### src/rtl/motion_inactivity_detector_defines.svh
// assertion macros for the motion inactivity detector
`ifndef MOTION_INACTIVITY_DETECTOR_DEFINES_SVH
`define MOTION_INACTIVITY_DETECTOR_DEFINES_SVH

`ifndef SYNTHESIS

// antecedent implies consequent in the same cycle
`define MID_ASSERT_SAME(label, clk, rst, ante, cons, msg) \
   label: assert property (@(posedge clk) disable iff (rst) (ante) |-> (cons)) \
      else $error(msg);

// antecedent implies consequent in the next cycle
`define MID_ASSERT_NEXT(label, clk, rst, ante, cons, msg) \
   label: assert property (@(posedge clk) disable iff (rst) (ante) |=> (cons)) \
      else $error(msg);

`else

`define MID_ASSERT_SAME(label, clk, rst, ante, cons, msg)
`define MID_ASSERT_NEXT(label, clk, rst, ante, cons, msg)

`endif

`endif

### src/rtl/mid_pkg.sv
`default_nettype none

package mid_pkg;

   localparam int SAMPLE_BITS_DEFAULT = 16;
   localparam int AXES                = 9;
   localparam int SENSORS             = 3;
   localparam int AXES_PER_SENSOR     = 3;

   localparam int EPS_W   = 18;
   localparam int LIMIT_W = 8;
   localparam int COUNT_W = 8;

   localparam int CSR_IDX_W  = 1;
   localparam int CSR_DATA_W = EPS_W;

   localparam logic [EPS_W-1:0]   EPS_RESET   = EPS_W'(10);
   localparam logic [LIMIT_W-1:0] LIMIT_RESET = LIMIT_W'(50);

   typedef enum logic [CSR_IDX_W-1:0] {
      CSR_STILL_EPSILON = 1'b0,
      CSR_STILL_LIMIT   = 1'b1
   } csr_idx_type;

   typedef enum logic [1:0] {
      EV_NONE    = 2'd0,
      EV_FORWARD = 2'd1,
      EV_SLEEP   = 2'd2,
      EV_WAKE    = 2'd3
   } event_type;

   typedef enum logic {
      ST_SLEEP  = 1'b0,
      ST_ACTIVE = 1'b1
   } state_type;

   // decision for the word leaving the input register
   typedef struct packed {
      event_type ev;
      logic      store;
   } decision_type;

   // controller state seen by the top level
   typedef struct packed {
      state_type          state;
      logic [COUNT_W-1:0] still_count;
   } ctrl_status_type;

endpackage

`default_nettype wire

### src/rtl/mid_if.sv
`default_nettype none

interface mid_req_if #(
   parameter int SAMPLE_BITS = mid_pkg::SAMPLE_BITS_DEFAULT
);
   logic                          valid;
   logic                          ready;
   logic                          data_ready;
   logic                          motion_wake;
   logic signed [SAMPLE_BITS-1:0] accel_x;
   logic signed [SAMPLE_BITS-1:0] accel_y;
   logic signed [SAMPLE_BITS-1:0] accel_z;
   logic signed [SAMPLE_BITS-1:0] gyro_x;
   logic signed [SAMPLE_BITS-1:0] gyro_y;
   logic signed [SAMPLE_BITS-1:0] gyro_z;
   logic signed [SAMPLE_BITS-1:0] mag_x;
   logic signed [SAMPLE_BITS-1:0] mag_y;
   logic signed [SAMPLE_BITS-1:0] mag_z;

   modport source (
      output valid, data_ready, motion_wake,
      output accel_x, accel_y, accel_z, gyro_x, gyro_y, gyro_z, mag_x, mag_y, mag_z,
      input  ready
   );
   modport sink (
      input  valid, data_ready, motion_wake,
      input  accel_x, accel_y, accel_z, gyro_x, gyro_y, gyro_z, mag_x, mag_y, mag_z,
      output ready
   );
endinterface

interface mid_rsp_if #(
   parameter int SAMPLE_BITS = mid_pkg::SAMPLE_BITS_DEFAULT
);
   logic                          valid;
   logic                          ready;
   logic [1:0]                    event_res;
   logic signed [SAMPLE_BITS-1:0] out_accel_x;
   logic signed [SAMPLE_BITS-1:0] out_accel_y;
   logic signed [SAMPLE_BITS-1:0] out_accel_z;
   logic signed [SAMPLE_BITS-1:0] out_gyro_x;
   logic signed [SAMPLE_BITS-1:0] out_gyro_y;
   logic signed [SAMPLE_BITS-1:0] out_gyro_z;
   logic signed [SAMPLE_BITS-1:0] out_mag_x;
   logic signed [SAMPLE_BITS-1:0] out_mag_y;
   logic signed [SAMPLE_BITS-1:0] out_mag_z;

   modport source (
      output valid, event_res,
      output out_accel_x, out_accel_y, out_accel_z, out_gyro_x, out_gyro_y, out_gyro_z,
      output out_mag_x, out_mag_y, out_mag_z,
      input  ready
   );
   modport sink (
      input  valid, event_res,
      input  out_accel_x, out_accel_y, out_accel_z, out_gyro_x, out_gyro_y, out_gyro_z,
      input  out_mag_x, out_mag_y, out_mag_z,
      output ready
   );
endinterface

`default_nettype wire

### src/rtl/motion_inactivity_detector.sv
// motion inactivity detector: sleep/active tracker for a nine-axis sample stream
// path: a word passes the input reg, then the result reg, before it is offered as a response
// throughput: one word per cycle unless rsp stalls; state updates as a word enters the result reg
// reset: synchronous active high; block sleeps, still count and stored sample are zero,
// epsilon returns to 10 and limit to 50; no clearing pass, words are taken right away
`default_nettype none
`include "motion_inactivity_detector_defines.svh"

module motion_inactivity_detector #(
   parameter int SAMPLE_BITS = mid_pkg::SAMPLE_BITS_DEFAULT
) (
   input  wire logic                              clock,
   input  wire logic                              reset,
   mid_req_if.sink                                req_ch,
   mid_rsp_if.source                              rsp_ch,
   input  wire logic                              csr_we,
   input  wire logic [mid_pkg::CSR_IDX_W-1:0]     csr_idx,
   input  wire logic [mid_pkg::CSR_DATA_W-1:0]    csr_wdata
);
   import mid_pkg::*;

   typedef logic [AXES-1:0][SAMPLE_BITS-1:0] sample_vec_type;

   // configuration registers
   logic [EPS_W-1:0]   epsilon_ff;
   logic [LIMIT_W-1:0] limit_ff;

   // input register (skid side)
   logic           in_valid_ff;
   logic           in_valid_in;
   logic           in_data_ready_ff;
   logic           in_motion_wake_ff;
   sample_vec_type in_smp_ff;
   sample_vec_type req_smp;

   // stored reference sample
   sample_vec_type prev_smp_ff;

   // result register
   logic           out_valid_ff;
   logic           out_valid_in;
   event_type      out_event_ff;
   sample_vec_type out_smp_ff;

   logic               req_fire;
   logic               advance;
   logic [SENSORS-1:0] sensor_still;
   logic               all_still;
   decision_type       decision;
   ctrl_status_type    status;

   // ---------------------------------------------------------------
   // configuration writes
   // ---------------------------------------------------------------
   always_ff @(posedge clock) begin
      if (reset) begin
         epsilon_ff <= EPS_RESET;
         limit_ff   <= LIMIT_RESET;
      end else if (csr_we) begin
         case (csr_idx_type'(csr_idx))
            CSR_STILL_EPSILON: epsilon_ff <= csr_wdata[EPS_W-1:0];
            CSR_STILL_LIMIT:   limit_ff   <= csr_wdata[LIMIT_W-1:0];
            default:           ;
         endcase
      end
   end

   // ---------------------------------------------------------------
   // handshake: input reg drains into result reg when it is free or being read
   // ---------------------------------------------------------------
   assign advance      = in_valid_ff && (!out_valid_ff || rsp_ch.ready);
   assign req_ch.ready = !in_valid_ff || advance;
   assign req_fire     = req_ch.valid && req_ch.ready;

   always_comb begin
      in_valid_in = in_valid_ff;
      if (req_fire) begin
         in_valid_in = 1'b1;
      end else if (advance) begin
         in_valid_in = 1'b0;
      end

      out_valid_in = out_valid_ff;
      if (advance) begin
         out_valid_in = 1'b1;
      end else if (rsp_ch.ready) begin
         out_valid_in = 1'b0;
      end
   end

   // axis order: accel xyz, gyro xyz, mag xyz
   always_comb begin
      req_smp[0] = req_ch.accel_x;
      req_smp[1] = req_ch.accel_y;
      req_smp[2] = req_ch.accel_z;
      req_smp[3] = req_ch.gyro_x;
      req_smp[4] = req_ch.gyro_y;
      req_smp[5] = req_ch.gyro_z;
      req_smp[6] = req_ch.mag_x;
      req_smp[7] = req_ch.mag_y;
      req_smp[8] = req_ch.mag_z;
   end

   always_ff @(posedge clock) begin
      if (reset) begin
         in_valid_ff <= 1'b0;
      end else begin
         in_valid_ff <= in_valid_in;
      end
   end

   always_ff @(posedge clock) begin
      if (req_fire) begin
         in_data_ready_ff  <= req_ch.data_ready;
         in_motion_wake_ff <= req_ch.motion_wake;
         in_smp_ff         <= req_smp;
      end
   end

   // ---------------------------------------------------------------
   // stillness check, one unit per sensor against the stored sample
   // ---------------------------------------------------------------
   for (genvar g = 0; g < SENSORS; g++) begin : g_sensor
      mid_sensor_still #(
         .SAMPLE_BITS (SAMPLE_BITS)
      ) u_still (
         .now_smp (in_smp_ff[g*AXES_PER_SENSOR +: AXES_PER_SENSOR]),
         .old_smp (prev_smp_ff[g*AXES_PER_SENSOR +: AXES_PER_SENSOR]),
         .epsilon (epsilon_ff),
         .still   (sensor_still[g])
      );
   end

   assign all_still = &sensor_still;

   // ---------------------------------------------------------------
   // sleep / active control and still counter
   // ---------------------------------------------------------------
   mid_ctrl u_ctrl (
      .clock       (clock),
      .reset       (reset),
      .advance     (advance),
      .data_ready  (in_data_ready_ff),
      .motion_wake (in_motion_wake_ff),
      .all_still   (all_still),
      .still_limit (limit_ff),
      .decision    (decision),
      .status      (status)
   );

   // reference sample; a sample that puts the block to sleep is dropped
   always_ff @(posedge clock) begin
      if (reset) begin
         prev_smp_ff <= '0;
      end else if (advance && decision.store) begin
         prev_smp_ff <= in_smp_ff;
      end
   end

   // ---------------------------------------------------------------
   // result register; sample fields read zero unless a sample is forwarded
   // ---------------------------------------------------------------
   always_ff @(posedge clock) begin
      if (reset) begin
         out_valid_ff <= 1'b0;
      end else begin
         out_valid_ff <= out_valid_in;
      end
   end

   always_ff @(posedge clock) begin
      if (advance) begin
         out_event_ff <= decision.ev;
         out_smp_ff   <= (decision.ev == EV_FORWARD) ? in_smp_ff : '0;
      end
   end

   assign rsp_ch.valid       = out_valid_ff;
   assign rsp_ch.event_res   = out_event_ff;
   assign rsp_ch.out_accel_x = out_smp_ff[0];
   assign rsp_ch.out_accel_y = out_smp_ff[1];
   assign rsp_ch.out_accel_z = out_smp_ff[2];
   assign rsp_ch.out_gyro_x  = out_smp_ff[3];
   assign rsp_ch.out_gyro_y  = out_smp_ff[4];
   assign rsp_ch.out_gyro_z  = out_smp_ff[5];
   assign rsp_ch.out_mag_x   = out_smp_ff[6];
   assign rsp_ch.out_mag_y   = out_smp_ff[7];
   assign rsp_ch.out_mag_z   = out_smp_ff[8];

   // ---------------------------------------------------------------
   // checks
   // ---------------------------------------------------------------
   // the counter is always cleared on the way into sleep and held there
   `MID_ASSERT_SAME(a_sleep_count_zero, clock, reset,
      status.state == ST_SLEEP, status.still_count == '0,
      "still count nonzero while asleep")

   // a sleep decision leaves the block asleep
   `MID_ASSERT_NEXT(a_sleep_takes_effect, clock, reset,
      advance && decision.ev == EV_SLEEP, status.state == ST_SLEEP,
      "sleep decision did not put the block to sleep")

   // a wake decision leaves the block active
   `MID_ASSERT_NEXT(a_wake_takes_effect, clock, reset,
      advance && decision.ev == EV_WAKE, status.state == ST_ACTIVE,
      "wake decision did not wake the block")

   // samples only ride along with a forwarded word
   `MID_ASSERT_SAME(a_zero_unless_forward, clock, reset,
      out_valid_ff && out_event_ff != EV_FORWARD, out_smp_ff == '0,
      "sample fields nonzero on a non-forward word")

endmodule

`default_nettype wire

### src/rtl/mid_sensor_still.sv
`default_nettype none

module mid_sensor_still #(
   parameter int SAMPLE_BITS = mid_pkg::SAMPLE_BITS_DEFAULT
) (
   input  wire logic [mid_pkg::AXES_PER_SENSOR-1:0][SAMPLE_BITS-1:0] now_smp,
   input  wire logic [mid_pkg::AXES_PER_SENSOR-1:0][SAMPLE_BITS-1:0] old_smp,
   input  wire logic [mid_pkg::EPS_W-1:0]                            epsilon,
   output logic                                                      still
);
   import mid_pkg::*;

   // three differences of SAMPLE_BITS+1 bits summed need two more bits
   localparam int SUM_W = SAMPLE_BITS + 3;
   localparam int CMP_W = (SUM_W > EPS_W) ? SUM_W : EPS_W;

   logic signed [SUM_W-1:0] sum;
   logic        [SUM_W-1:0] mag;

   always_comb begin
      sum = '0;
      for (int i = 0; i < AXES_PER_SENSOR; i++) begin
         sum = sum + SUM_W'($signed(now_smp[i])) - SUM_W'($signed(old_smp[i]));
      end
      mag   = sum[SUM_W-1] ? SUM_W'(-sum) : SUM_W'(sum);
      still = (CMP_W'(mag) <= CMP_W'(epsilon));
   end

endmodule

`default_nettype wire

### src/rtl/mid_ctrl.sv
`default_nettype none

module mid_ctrl (
   input  wire logic                          clock,
   input  wire logic                          reset,
   input  wire logic                          advance,
   input  wire logic                          data_ready,
   input  wire logic                          motion_wake,
   input  wire logic                          all_still,
   input  wire logic [mid_pkg::LIMIT_W-1:0]   still_limit,
   output mid_pkg::decision_type              decision,
   output mid_pkg::ctrl_status_type           status
);
   import mid_pkg::*;

   state_type          state_ff;
   state_type          state_in;
   logic [COUNT_W-1:0] count_ff;
   logic [COUNT_W-1:0] count_in;
   logic [COUNT_W:0]   count_inc;
   logic               limit_hit;

   // one extra bit so a count of 255 still reaches any limit
   assign count_inc = {1'b0, count_ff} + (COUNT_W + 1)'(1);
   assign limit_hit = (count_inc >= {1'b0, still_limit});

   // next state
   always_comb begin
      state_in = state_ff;
      count_in = count_ff;
      case (state_ff)
         ST_SLEEP: begin
            if (motion_wake) begin
               state_in = ST_ACTIVE;
            end
         end
         ST_ACTIVE: begin
            if (data_ready) begin
               if (!all_still) begin
                  count_in = '0;
               end else if (limit_hit) begin
                  count_in = '0;
                  state_in = ST_SLEEP;
               end else begin
                  count_in = count_inc[COUNT_W-1:0];
               end
            end
         end
         default: begin
            state_in = ST_SLEEP;
         end
      endcase
   end

   // outputs
   always_comb begin
      decision.ev    = EV_NONE;
      decision.store = 1'b0;
      case (state_ff)
         ST_SLEEP: begin
            if (motion_wake) begin
               decision.ev = EV_WAKE;
            end
         end
         ST_ACTIVE: begin
            if (data_ready) begin
               if (all_still && limit_hit) begin
                  decision.ev = EV_SLEEP;
               end else begin
                  decision.ev    = EV_FORWARD;
                  decision.store = 1'b1;
               end
            end
         end
         default: begin
            decision.ev = EV_NONE;
         end
      endcase
   end

   always_ff @(posedge clock) begin
      if (reset) begin
         state_ff <= ST_SLEEP;
         count_ff <= '0;
      end else if (advance) begin
         state_ff <= state_in;
         count_ff <= count_in;
      end
   end

   assign status.state       = state_ff;
   assign status.still_count = count_ff;

endmodule

`default_nettype wire

### src/flat_wrapper.sv
// flat-port wrapper written by rule: the top's interface ports become plain ports
module motion_inactivity_detector_flat import mid_pkg::*;
#(
   parameter int SAMPLE_BITS = mid_pkg::SAMPLE_BITS_DEFAULT
)
  (clock, reset, csr_we, csr_idx, csr_wdata, req_ch_valid, req_ch_data_ready, req_ch_motion_wake, req_ch_accel_x, req_ch_accel_y, req_ch_accel_z, req_ch_gyro_x, req_ch_gyro_y, req_ch_gyro_z, req_ch_mag_x, req_ch_mag_y, req_ch_mag_z, req_ch_ready, rsp_ch_valid, rsp_ch_event_res, rsp_ch_out_accel_x, rsp_ch_out_accel_y, rsp_ch_out_accel_z, rsp_ch_out_gyro_x, rsp_ch_out_gyro_y, rsp_ch_out_gyro_z, rsp_ch_out_mag_x, rsp_ch_out_mag_y, rsp_ch_out_mag_z, rsp_ch_ready);
  mid_req_if #(.SAMPLE_BITS(SAMPLE_BITS)) req_ch_i ();
  mid_rsp_if #(.SAMPLE_BITS(SAMPLE_BITS)) rsp_ch_i ();
  input  wire logic clock;
  input  wire logic reset;
  input  wire logic csr_we;
  input  wire logic [mid_pkg::CSR_IDX_W-1:0] csr_idx;
  input  wire logic [mid_pkg::CSR_DATA_W-1:0] csr_wdata;
  input wire logic [$bits(req_ch_i.valid)-1:0] req_ch_valid;
  input wire logic [$bits(req_ch_i.data_ready)-1:0] req_ch_data_ready;
  input wire logic [$bits(req_ch_i.motion_wake)-1:0] req_ch_motion_wake;
  input wire logic [$bits(req_ch_i.accel_x)-1:0] req_ch_accel_x;
  input wire logic [$bits(req_ch_i.accel_y)-1:0] req_ch_accel_y;
  input wire logic [$bits(req_ch_i.accel_z)-1:0] req_ch_accel_z;
  input wire logic [$bits(req_ch_i.gyro_x)-1:0] req_ch_gyro_x;
  input wire logic [$bits(req_ch_i.gyro_y)-1:0] req_ch_gyro_y;
  input wire logic [$bits(req_ch_i.gyro_z)-1:0] req_ch_gyro_z;
  input wire logic [$bits(req_ch_i.mag_x)-1:0] req_ch_mag_x;
  input wire logic [$bits(req_ch_i.mag_y)-1:0] req_ch_mag_y;
  input wire logic [$bits(req_ch_i.mag_z)-1:0] req_ch_mag_z;
  output wire logic [$bits(req_ch_i.ready)-1:0] req_ch_ready;
  output wire logic [$bits(rsp_ch_i.valid)-1:0] rsp_ch_valid;
  output wire logic [$bits(rsp_ch_i.event_res)-1:0] rsp_ch_event_res;
  output wire logic [$bits(rsp_ch_i.out_accel_x)-1:0] rsp_ch_out_accel_x;
  output wire logic [$bits(rsp_ch_i.out_accel_y)-1:0] rsp_ch_out_accel_y;
  output wire logic [$bits(rsp_ch_i.out_accel_z)-1:0] rsp_ch_out_accel_z;
  output wire logic [$bits(rsp_ch_i.out_gyro_x)-1:0] rsp_ch_out_gyro_x;
  output wire logic [$bits(rsp_ch_i.out_gyro_y)-1:0] rsp_ch_out_gyro_y;
  output wire logic [$bits(rsp_ch_i.out_gyro_z)-1:0] rsp_ch_out_gyro_z;
  output wire logic [$bits(rsp_ch_i.out_mag_x)-1:0] rsp_ch_out_mag_x;
  output wire logic [$bits(rsp_ch_i.out_mag_y)-1:0] rsp_ch_out_mag_y;
  output wire logic [$bits(rsp_ch_i.out_mag_z)-1:0] rsp_ch_out_mag_z;
  input wire logic [$bits(rsp_ch_i.ready)-1:0] rsp_ch_ready;
  assign req_ch_i.valid = req_ch_valid;
  assign req_ch_i.data_ready = req_ch_data_ready;
  assign req_ch_i.motion_wake = req_ch_motion_wake;
  assign req_ch_i.accel_x = req_ch_accel_x;
  assign req_ch_i.accel_y = req_ch_accel_y;
  assign req_ch_i.accel_z = req_ch_accel_z;
  assign req_ch_i.gyro_x = req_ch_gyro_x;
  assign req_ch_i.gyro_y = req_ch_gyro_y;
  assign req_ch_i.gyro_z = req_ch_gyro_z;
  assign req_ch_i.mag_x = req_ch_mag_x;
  assign req_ch_i.mag_y = req_ch_mag_y;
  assign req_ch_i.mag_z = req_ch_mag_z;
  assign req_ch_ready = req_ch_i.ready;
  assign rsp_ch_valid = rsp_ch_i.valid;
  assign rsp_ch_event_res = rsp_ch_i.event_res;
  assign rsp_ch_out_accel_x = rsp_ch_i.out_accel_x;
  assign rsp_ch_out_accel_y = rsp_ch_i.out_accel_y;
  assign rsp_ch_out_accel_z = rsp_ch_i.out_accel_z;
  assign rsp_ch_out_gyro_x = rsp_ch_i.out_gyro_x;
  assign rsp_ch_out_gyro_y = rsp_ch_i.out_gyro_y;
  assign rsp_ch_out_gyro_z = rsp_ch_i.out_gyro_z;
  assign rsp_ch_out_mag_x = rsp_ch_i.out_mag_x;
  assign rsp_ch_out_mag_y = rsp_ch_i.out_mag_y;
  assign rsp_ch_out_mag_z = rsp_ch_i.out_mag_z;
  assign rsp_ch_i.ready = rsp_ch_ready;
  motion_inactivity_detector #(.SAMPLE_BITS(SAMPLE_BITS)) u_core (.clock(clock), .reset(reset), .req_ch(req_ch_i), .rsp_ch(rsp_ch_i), .csr_we(csr_we), .csr_idx(csr_idx), .csr_wdata(csr_wdata));
endmodule
### config.mk
export PLATFORM = sky130hd
export DESIGN_NAME = motion_inactivity_detector_flat
export DESIGN_NICKNAME = d
export VERILOG_FILES = /design/src/rtl/mid_pkg.sv /design/src/rtl/mid_if.sv /design/src/rtl/motion_inactivity_detector.sv /design/src/rtl/mid_sensor_still.sv /design/src/rtl/mid_ctrl.sv /design/src/flat_wrapper.sv
export VERILOG_INCLUDE_DIRS = /design/src /design/src/rtl
export SDC_FILE = /design/constraint.sdc
export NUM_CORES = 1
export LEC_CHECK = 0
export BUFFER_PORTS_ARGS = -buffer_cell sky130_fd_sc_hd__buf_2
export CELL_PAD_IN_SITES_DETAIL_PLACEMENT = 0
export CELL_PAD_IN_SITES_GLOBAL_PLACEMENT = 1
export CORE_ASPECT_RATIO = 0.6
export CORE_MARGIN = 3
export CORE_UTILIZATION = 43
export CTS_BUF_LIST = sky130_fd_sc_hd__clkbuf_16
export DETAILED_ROUTE_END_ITERATION = 8
export GPL_ROUTABILITY_DRIVEN = 0
export PLACE_DENSITY_LB_ADDON = 0.25
export SYNTH_ARGS = -nofsm -noshare
export SYNTH_HDL_FRONTEND = slang
export SYNTH_SLANG_ARGS = --single-unit
### constraint.sdc
create_clock -name clock -period 13.8 [get_ports clock]
set_clock_uncertainty 0.1 [all_clocks]
set_input_delay 4.14 -clock clock [delete_from_list [all_inputs] [get_ports clock]]
set_output_delay 4.14 -clock clock [all_outputs]
set_load 0.1 [all_outputs]
==> metrics.md, run 1 <==
| Metric | Value |
|---|---|
| Cell Count, Final, Fillers Out | 3733 |
| Post-synth EDFFs | 292 |
| PD cells | around 160 mW/mm^2 |
| Most frequent cells in the layout | inv_1 (437), nand2_1 (395), buf_2 (317), edfxtp_1 (292), fa_1 (198) |
| Slew margin rel. | about a third |
| Root Buffer | clkbuf_16 |
| I/O Buffers | 317 |
| Slew Viols, Final | 0 |
| Post-route cell area | 0.0314 sq mm |
| Register area share after synthesis | 44.8% |
| DP HPWL | 45200 microns |
| Ys Warns | 0 |
| Mean post-synth cell area | ~11 sq um |
| Drt total wl | 59800 microns |
| Wire length per cell | about 16 microns |
| RSZ-0062 raised after global routing | false |
| Boundary Pins | 318 |
| Setup violators final | 0 |
| CTS Buf Count | 46 |
| CP Data Required Time | 9560 ps |
| Number of post-CTS setup repair buffers | 0 |
| Setup TNS | 0 ps |
| GRT Util Overall | 18.0% |
| Final period util | 66.7% |
| Synth cell types | 80 |
| Fraction of registers with async set/reset | 0% |
| Initial antenna violation count | 2 |
| Drt first-iter violations | about 1k |
| Critical Path AT | approximately 5000 ps |
| Clock sinks | 473 |
| Post-route antenna net violation count | 0 |
| Total die area | 0.0675 sq mm |
| CTS tree | done |
| Reg clk slew, reported paths | around 60 ps |
| Leading cell type in the layout, fill and taps excluded | inv_1 |
| Hold WS | around 360 ps |
| Reg-to-reg slack, setup | about 4800 ps |
| Top FF cell, synth | edfxtp_1 |
| Synthesized flop and latch total | 473 |
| Worst flop-to-flop path startpoint | u_core.in_smp_ff[65] |
| H-Tree Depth | 2 |
| NumNets Final | about 3.3k |
| Worst Hold End | u_core.prev_smp_ff[56] |
| Critical path fanouts, max | 4 |
| Hold Startpoint | u_core.prev_smp_ff[56] |
| Setup crit end kind | output pin |
| Global route overflow | 0 |
| Resized cells post-CTS | 0 |
| Die W | around 330 microns |
| Tmin final | 9200 ps |
| N_diodes | 0 |
| Post-DP Area | 0.0299 sq mm |
| Via count | 18.1k |
| Die Y | 202 microns |
| Net count after synthesis | 3058 |
| Vias in the first global route | 18.7k |
| Clock Latency Late Sink | 590 ps |
| Worst-Margin Slew | roughly 1000 ps |
| TritonRoute pass-1 iters | 6 |
| P_leak | 0.0128 uW |
| Post-Syn Instances | 2567 |
| Layout cells sized above 1 | between 10% and 20% |
| Max frequency | around 110 MHz |
| R2R Path End | u_core.prev_smp_ff[125] |
| Initial Util | a little over two fifths |
| Hold Crit Depth | 2 |
| Area growth syn-to-layout | 13.5% |
| Max-Cap Viols | 0 |
| FF-to-FF path depth | 28 |
| Post-Syn Area | 0.0277 sq mm |
| Peak VDD IR | about 77 uV |
| Hold Path Class | reg2reg |
| Largest net degree at the start of global routing | 108 |
| Vias/cell | slightly below 5 |
| Clock Tree Buf Depth | 3 |
| Cells after DPL | 3649 |
| Core Region | about 0.063 sq mm |
| First-pass GRT wire length | 97700 microns |
| Final hold vios | 0 |
| Startpoint Class | primary input |
| Kind of critical path | in2out |
| Std cell rows | 71 |
| Residual DRC | 0 |
| Outcome | finished clean |
| Hold_buf cts | 0 |
worst max path at each step:
stage	start	to	slack, ps	cells past startpoint
after global routing	u_core.in_smp_ff[65]	u_core.prev_smp_ff[39]	4240	28
after global placement	rsp_ch_ready	req_ch_ready	4600	4
after floorplan	rsp_ch_ready	u_core.u_ctrl.count_ff[2]	410	6
after detailed placement	rsp_ch_ready	req_ch_ready	4600	4
final	rsp_ch_ready	req_ch_ready	4600	4
after CTS	rsp_ch_ready	req_ch_ready	4600	4
Yosys cell counts, types with 11 or more instances:
cell type / instances / share of area (%)
o21ai_0: 36 / 0.65
xnor2_1: 65 / 2.1
clkbuf_1: 60 / 0.81
xor2_1: 30 / 0.95
mux2i_1: 147 / 5.3
dfxtp_1: 181 / 13
a21o_1: 41 / 1.1
and2_1: 154 / 3.5
buf_2: 11 / 0.20
inv_1: 426 / 5.8
and3_1: 12 / 0.27
nand4_1: 23 / 0.52
fa_1: 198 / 14
a21oi_1: 99 / 1.8
nand3_1: 26 / 0.47
nor2_1: 50 / 0.68
edfxtp_1: 292 / 32
nand2_1: 395 / 5.4
o211ai_1: 12 / 0.33
ha_1: 123 / 5.6
nor2b_1: 20 / 0.45
kinds of logic (layout without fill, tap and decap cells):
logic type	count (synthesis)	count (layout)	share of synthesized area [%]
AO/OA/AOI/OAI	275	275	6.53
flip-flops	473	473	44.8
buffers and inverters	515	842	7.60
adder cells (fa/ha/maj)	321	321	19.9
XOR/XNOR	95	95	3.01
AND/OR/NAND/NOR	740	740	12.8
multiplexers	148	148	5.36
metal layers:
layer	vias to the layer above	wire [microns]	global-route usage [%]
met2	319	26300	27.6
met3	72	2740	3.33
li1	8949	-	-
met4	4	886	3.73
met1	8741	29900	26.7
met5	-	21	0
report_power, final:
group          total (uW)  internal (uW)  switching [uW]
logic                2120            848            1280
registers            1590           1550            31.9
clock network        1240            694             548
cell type report:
cell class	count	area, sq um
Multi-Input combinational cell	1579	13200
Fill cell	5762	31800
Inverter	427	1610
Clock inverter	37	282
Tap cell	839	1050
Sequential cell	473	12400
Timing Repair Buffer	331	1690
Clock buffer	47	1180
critical path: stages:
cell and delay [ps]:
buf_2 100, nor2b_1 290, nand2_1 120, buf_2 310
through the flow:
| stage | total power [uW] | setup WS [ps] | utilization [%] |
|---|---|---|---|
| final | 4950 | 4600 | 49.7 |
| after global routing | 5320 | 4240 | 49.7 |
| after CTS | 4980 | 4600 | 49.7 |
| after detailed placement | 3710 | 4600 | 47.4 |
| after global placement | 3650 | 4600 | 47.4 |
| after floorplan | 3210 | 411 | - |
registers in the layout, summed over array words and instances (netlist names):
register,flops
u_core.rsp_ch.out_accel_y,16
u_core.epsilon_ff,18
u_core.rsp_ch.out_accel_x,16
u_core.u_ctrl.state_ff,1
u_core.rsp_ch.out_gyro_x,16
u_core.rsp_ch.out_gyro_y,16
u_core.u_ctrl.count_ff,8
u_core.in_data_ready_ff,1
u_core.in_smp_ff,144
u_core.rsp_ch.valid,1
u_core.rsp_ch.event_res,2
u_core.limit_ff,8
u_core.rsp_ch.out_mag_z,16
u_core.rsp_ch.out_accel_z,16
u_core.in_valid_ff,1
u_core.rsp_ch.out_mag_y,16
u_core.rsp_ch.out_gyro_z,16
u_core.rsp_ch.out_mag_x,16
u_core.prev_smp_ff,144
u_core.in_motion_wake_ff,1
No activity file was read; power rests on OpenSTA's default activity.
==> run 2, diff against run 1 <==
==> constraint.sdc (replaced) <==
create_clock -name clock -period 7.4 [get_ports clock]
set_clock_uncertainty 0.1 [all_clocks]
set_input_delay 2.22 -clock clock [delete_from_list [all_inputs] [get_ports clock]]
set_output_delay 2.22 -clock clock [all_outputs]
set_load 0.1 [all_outputs]
==> run 2 against run 1 <==
Compared with the run above:
- first-iteration DRC count increased by 6.7%
- setup slack got worse by 4300 ps
- total power increased by 93%
- critical path depth increased by 26
==> metrics.md, run 2 (synthesized netlist as in run 1, its figures left out) <==
| Metric | Value |
|---|---|
| Die W | about 330 microns |
| Fill count | 5638 |
| Reg area | 0.0124 sq mm |
| CTS tree | done |
| Worst setup margin | 263 ps |
| Max-Cap Viols | 0 |
| Setup violators final | 0 |
| Startpoint Class | flip-flop |
| CTS Buf Count | 47 |
| Via count | 18.4k |
| Global route overflow | 0 |
| Die Y | 202 microns |
| PD cells | 294 mW/mm^2 |
| Most frequent cells in the layout | inv_1 (433), nand2_1 (394), buf_2 (317), edfxtp_1 (292), fa_1 (196) |
| Critical path fanouts, max | 8 |
| CP Data Required Time | approximately 8000 ps |
| GRT Util Overall | 18.3% |
| Slew Viols, Final | 0 |
| Wire length on met2 | 27100 microns |
| Peak VDD IR | 163 uV |
| DP HPWL | between 40000 and 50000 microns |
| I/O Buffers | 317 |
| Worst-Margin Slew | between 1000 and 1500 ps |
| Clock Latency Late Sink | around 590 ps |
| Layout cells sized above 1 | a little under a fifth |
| Hold WS | 354 ps |
| Met1 WL | 31000 microns |
| Total power | around 9500 uW |
| Multi-input gate area | 0.0135 sq mm |
| Kind of critical path | reg2reg |
| DR top layer | met5 |
| Worst path max stage delay | 570 ps |
| Drt first-iter violations | 1072 |
| Cell Count, Final, Fillers Out | 3792 |
| Hold_buf cts | 0 |
| Critical Path AT | 7550 ps |
| Vias/cell | 4.85 |
| Drt total wl | 62000 microns |
| DP Worst Slack | -385 ps |
| N_diodes | 0 |
| Max frequency | 140 MHz |
| Setup crit end kind | flip-flop |
| Vias in the first global route | 18.9k |
| Slew margin rel. | roughly 1.8% |
| NumNets Final | around 3.4k |
| P_leak | 0.0132 uW |
| Hold Path Class | reg2reg |
| TritonRoute pass-1 iters | 5 |
| Core Region | 0.0632 sq mm |
| First-pass GRT wire length | a little under 100000 microns |
| Setup TNS | 0 ps |
| Outcome | finished clean |
| Area growth syn-to-layout | 17.2% |
| Clock Tree Buf Depth | 3 |
| Biggest regs | u_core.in_smp_ff (144), u_core.prev_smp_ff (144), u_core.epsilon_ff (18) |
| Largest net degree at the start of global routing | 170 |
| Total die area | 0.0675 sq mm |
| Boundary Pins | 318 |
| Tmin final | 7140 ps |
| Reg clk slew, reported paths | 70 ps |
| Initial antenna violation count | 1 |
| Initial Util | 43.8% |
| Final period util | 96.4% |
| Met3 WL | a little over 3000 microns |
| Cells after DPL | 3672 |
| Std cell rows | 71 |
| Leading cell type in the layout, fill and taps excluded | inv_1 |
| Wire length per cell | between 15 and 20 microns |
| H-Tree Depth | 2 |
| Final hold vios | 0 |
| Post-route antenna net violation count | 0 |
| Clock sinks | 473 |
| CP max stage cell | or4b_4 |
| Residual DRC | 0 |
| Root Buffer | clkbuf_16 |
run 2: cell count changes in the layout (fill, tap and decap cells not counted), sizes merged:
cell,delta
buf,+51
clkbuf,+6
clkinvlp,+5
clkinv,-4
a21oi,+1
bufinv,-1
inv,+1
run 2: path summary, 6_finish.rpt:
check	startpoint	to	slack, ps	depth (start not counted)
max	u_core.in_smp_ff[81]	u_core.prev_smp_ff[59]	260	30
min	u_core.epsilon_ff[9]	u_core.epsilon_ff[9]	350	2
max reg2reg	u_core.in_smp_ff[81]	u_core.prev_smp_ff[59]	260	30
min reg2reg	u_core.epsilon_ff[9]	u_core.epsilon_ff[9]	350	2
run 2: report_power, final:
part           leakage [uW]  internal (uW)  switching [uW]  total (uW)
clock network      0.000763           1310            1040        2350
registers           0.00435           2900            62.2        2960
logic               0.00813           1750            2490        4230
total                0.0132           5950            3590        9540
run 2: stage by stage:
stage | util (%) | cell area, sq um
finish | 51.3 | 32400
global route | 51.3 | 32400
CTS | 50.5 | 31900
detailed placement | 47.9 | 30200
global placement | 47.9 | 30200
floorplan | - | 27700
run 2: timing repair:
item,CTS,global route
gates cloned,2,5
gates resized for setup,4,68
endpoints found under the setup margin,268,297
pin swaps,3,20
buffers inserted,12,16
run 2: routing by layer:
| layer | GRT usage [%] | up-vias |
|---|---|---|
| met5 | 0 | - |
| met2 | 27.8 | 328 |
| met4 | 3.47 | 2 |
| li1 | - | 9076 |
| met3 | 3.67 | 59 |
| met1 | 27.2 | 8944 |
run 2: final cells by class:
cell class                 instances  area share (%)
timing repair buffer             386            7.36
tap                              839            3.24
inverter                         427            4.97
multi-input combinational       1580            41.6
sequential                       473            38.2
clock inverter                    38           0.837
clock buffer                      49            3.78
run 2: worst max-delay path: cells and delay by family, from the launching register on:
kind                     cells  cell delay (ps)
AND/OR/NAND/NOR              7             1870
adder cells (fa/ha/maj)      6             2370
AO/OA/AOI/OAI                8             1130
multiplexers                 1              210
buffers and inverters        6              690
XOR/XNOR                     2              240
flip-flops                   1              430
==> run 3, diff against run 2 <==
--- a/config.mk
+++ b/config.mk
@@ -12,7 +12,7 @@
 export CORE_ASPECT_RATIO = 0.6
 export CORE_MARGIN = 3
 export CORE_UTILIZATION = 43
-export CTS_BUF_LIST = sky130_fd_sc_hd__clkbuf_16
+export CTS_BUF_LIST = sky130_fd_sc_hd__clkbuf_8 sky130_fd_sc_hd__clkbuf_16
 export DETAILED_ROUTE_END_ITERATION = 8
 export GPL_ROUTABILITY_DRIVEN = 0
 export PLACE_DENSITY_LB_ADDON = 0.25
==> run 3 against run 2 <==
Compared with the run above:
- via count increased by 0.10%
- core utilization about the same
- total power increased by 0.26%
- non-clock buffer count unchanged
- largest cell class unchanged
- largest power group unchanged
- highest routed layer unchanged
==> metrics.md, run 3 (synthesized netlist as in run 1, its figures left out) <==
| Metric | Value |
|---|---|
| PD cells | between 200 and 300 mW/mm^2 |
| Root Buffer | clkbuf_16 |
| Total die area | 0.0675 sq mm |
| CP max stage cell | or4b_4 |
| Vias/cell | 4.86 |
| Kind of critical path | reg2reg |
| Clock Latency Late Sink | 590 ps |
| Peak VDD IR | 165 uV |
| Final period util | between 90% and 100% |
| Worst Setup SP | u_core.in_smp_ff[81] |
| Hold Crit Depth | 2 |
| Via count | about 18k |
| Most frequent cells in the layout | inv_1 (433), nand2_1 (394), buf_2 (317), edfxtp_1 (292), fa_1 (196) |
| NumNets Final | 3406 |
| TritonRoute pass-1 iters | 5 |
| GRT Util Overall | between 10% and 20% |
| Slew margin rel. | 3.93% |
| Setup violators final | 0 |
| Initial antenna violation count | 1 |
| Outcome | finished clean |
| Leading cell type in the layout, fill and taps excluded | inv_1 |
| CP Data Required Time | 7810 ps |
| Core Region | 0.0632 sq mm |
| DP HPWL | 45500 microns |
| Vias in the first global route | approximately 19k |
| Clock Tree Buf Depth | 3 |
| Max-Cap Viols | 0 |
| Layout cells sized above 1 | 18.0% |
| Multi-input gate area | 0.0135 sq mm |
| Boundary Pins | 318 |
| Residual DRC | 0 |
| CTS tree | done |
| Initial Util | 43.8% |
| Reg-to-reg slack, setup | 250 ps |
| CTS Buf Count | 47 |
| Post-route antenna net violation count | 0 |
| Total power | 9570 uW |
| FF-to-FF path depth | 30 |
| Slew Viols, Final | 0 |
| Drt total wl | 62000 microns |
| Die W | 333 microns |
| Biggest regs | u_core.in_smp_ff (144), u_core.prev_smp_ff (144), u_core.epsilon_ff (18) |
| Die Y | 202 microns |
| Critical Path AT | approximately 7600 ps |
| Fill count | 5630 |
| Worst flop-to-flop path startpoint | u_core.in_smp_ff[81] |
| Reg clk slew, reported paths | 70 ps |
| Std cell rows | 71 |
| Startpoint Class | flip-flop |
| Clock sinks | 473 |
| Wire length per cell | 16.3 microns |
| Tmin final | 7150 ps |
| H-Tree Depth | 2 |
| Worst path max stage delay | 570 ps |
| First-pass GRT wire length | ~100000 microns |
| Post-layout util | 51.4% |
| Worst-Margin Slew | 1440 ps |
| Crit path buf inv count | 6 |
| Hold Path Class | reg2reg |
| Drt first-iter violations | ~1.1k |
| Reg area | 0.0124 sq mm |
| I/O Buffers | around 320 |
| Largest net degree at the start of global routing | 170 |
| Worst Hold End | u_core.epsilon_ff[9] |
| Global route overflow | 0 |
| Post-route cell area | 0.0324 sq mm |
| Post-DP Area | 0.0302 sq mm |
| Area growth syn-to-layout | 17.3% |
| P_leak | 0.0133 uW |
| Hold Startpoint | u_core.epsilon_ff[9] |
| N_diodes | 0 |
| R2R Path End | u_core.prev_smp_ff[59] |
| Final hold vios | 0 |
| Delay-heaviest family, CP | adder cells |
| Critical path fanouts, max | 8 |
| Setup crit end kind | flip-flop |
| Max frequency | 140 MHz |
## run 3: what timing repair did
| item | in CTS | in global routing |
|---|---|---|
| endpoints found under the setup margin | 268 | 297 |
| buffers inserted | 12 | 16 |
| resized for setup | 4 | 66 |
| hold buffers | 0 | 0 |
| endpoints found under the hold margin | 0 | 0 |
| gates cloned | 2 | 5 |
| pin swaps | 3 | 20 |
## run 3: how the worst max path moves through the flow
stage                                   to  cells after the start  slack [ps]
4_1_cts             u_core.prev_smp_ff[93]                     29          30
5_1_grt             u_core.prev_smp_ff[12]                     29         -30
2_1_floorplan      u_core.in_data_ready_ff                      3         340
3_5_place_dp   u_core.rsp_ch.out_gyro_x[3]                     27        -380
6_report            u_core.prev_smp_ff[59]                     30         250
3_3_place_gp   u_core.rsp_ch.out_gyro_z[7]                     27        -200
## run 3: worst reg2reg max path, delay by kind of cell, from the launching register on
family / cells / cell delay, ps
AOI/OAI and AO/OA: 8 / 1130
and+or+nand+nor: 7 / 1870
muxes: 1 / 210
xor gates and xnor gates: 2 / 240
buffers and inverters: 6 / 710
adders and majority gates: 6 / 2370
DFF: 1 / 430
## run 3: area by class of cell
cell class	instances	area share (%)
multi-input cells	1580	41.5
flip-flops and latches	473	38.2
repair buffers	386	7.35
inverters	427	4.96
clock buffers	52	3.91
well taps	839	3.24
clock inverters	35	0.802
## run 3: per-stage QoR
step | TNS (ps) | std cells | setup slack, ps | hold slack [ps]
4_1_cts | 0 | 3773 | 34.3 | 356
6_report | 0 | 3792 | 250 | 354
5_1_grt | -195 | 3792 | -27.9 | 376
3_5_place_dp | -57050 | 3672 | -385 | 346
3_3_place_gp | -17100 | 3672 | -203 | 342
2_1_floorplan | 0 | 2567 | 339 | 335
## run 3: per-layer routing
metal  track usage, %  vias to the layer above  share of wire, %
met1             27.2                     8955                50
met5                0                        -             0.013
met2             27.8                      335                44
met4             3.47                        2               1.3
li1                 -                     9076                 -
met3             3.67                       60               4.9
## run 3: report_power, final
group	switching, uW	internal [uW]	total, uW	leakage [uW]
clock network	1040	1340	2380	0.000780
registers	62.4	2900	2960	0.00435
logic	2480	1740	4230	0.00813
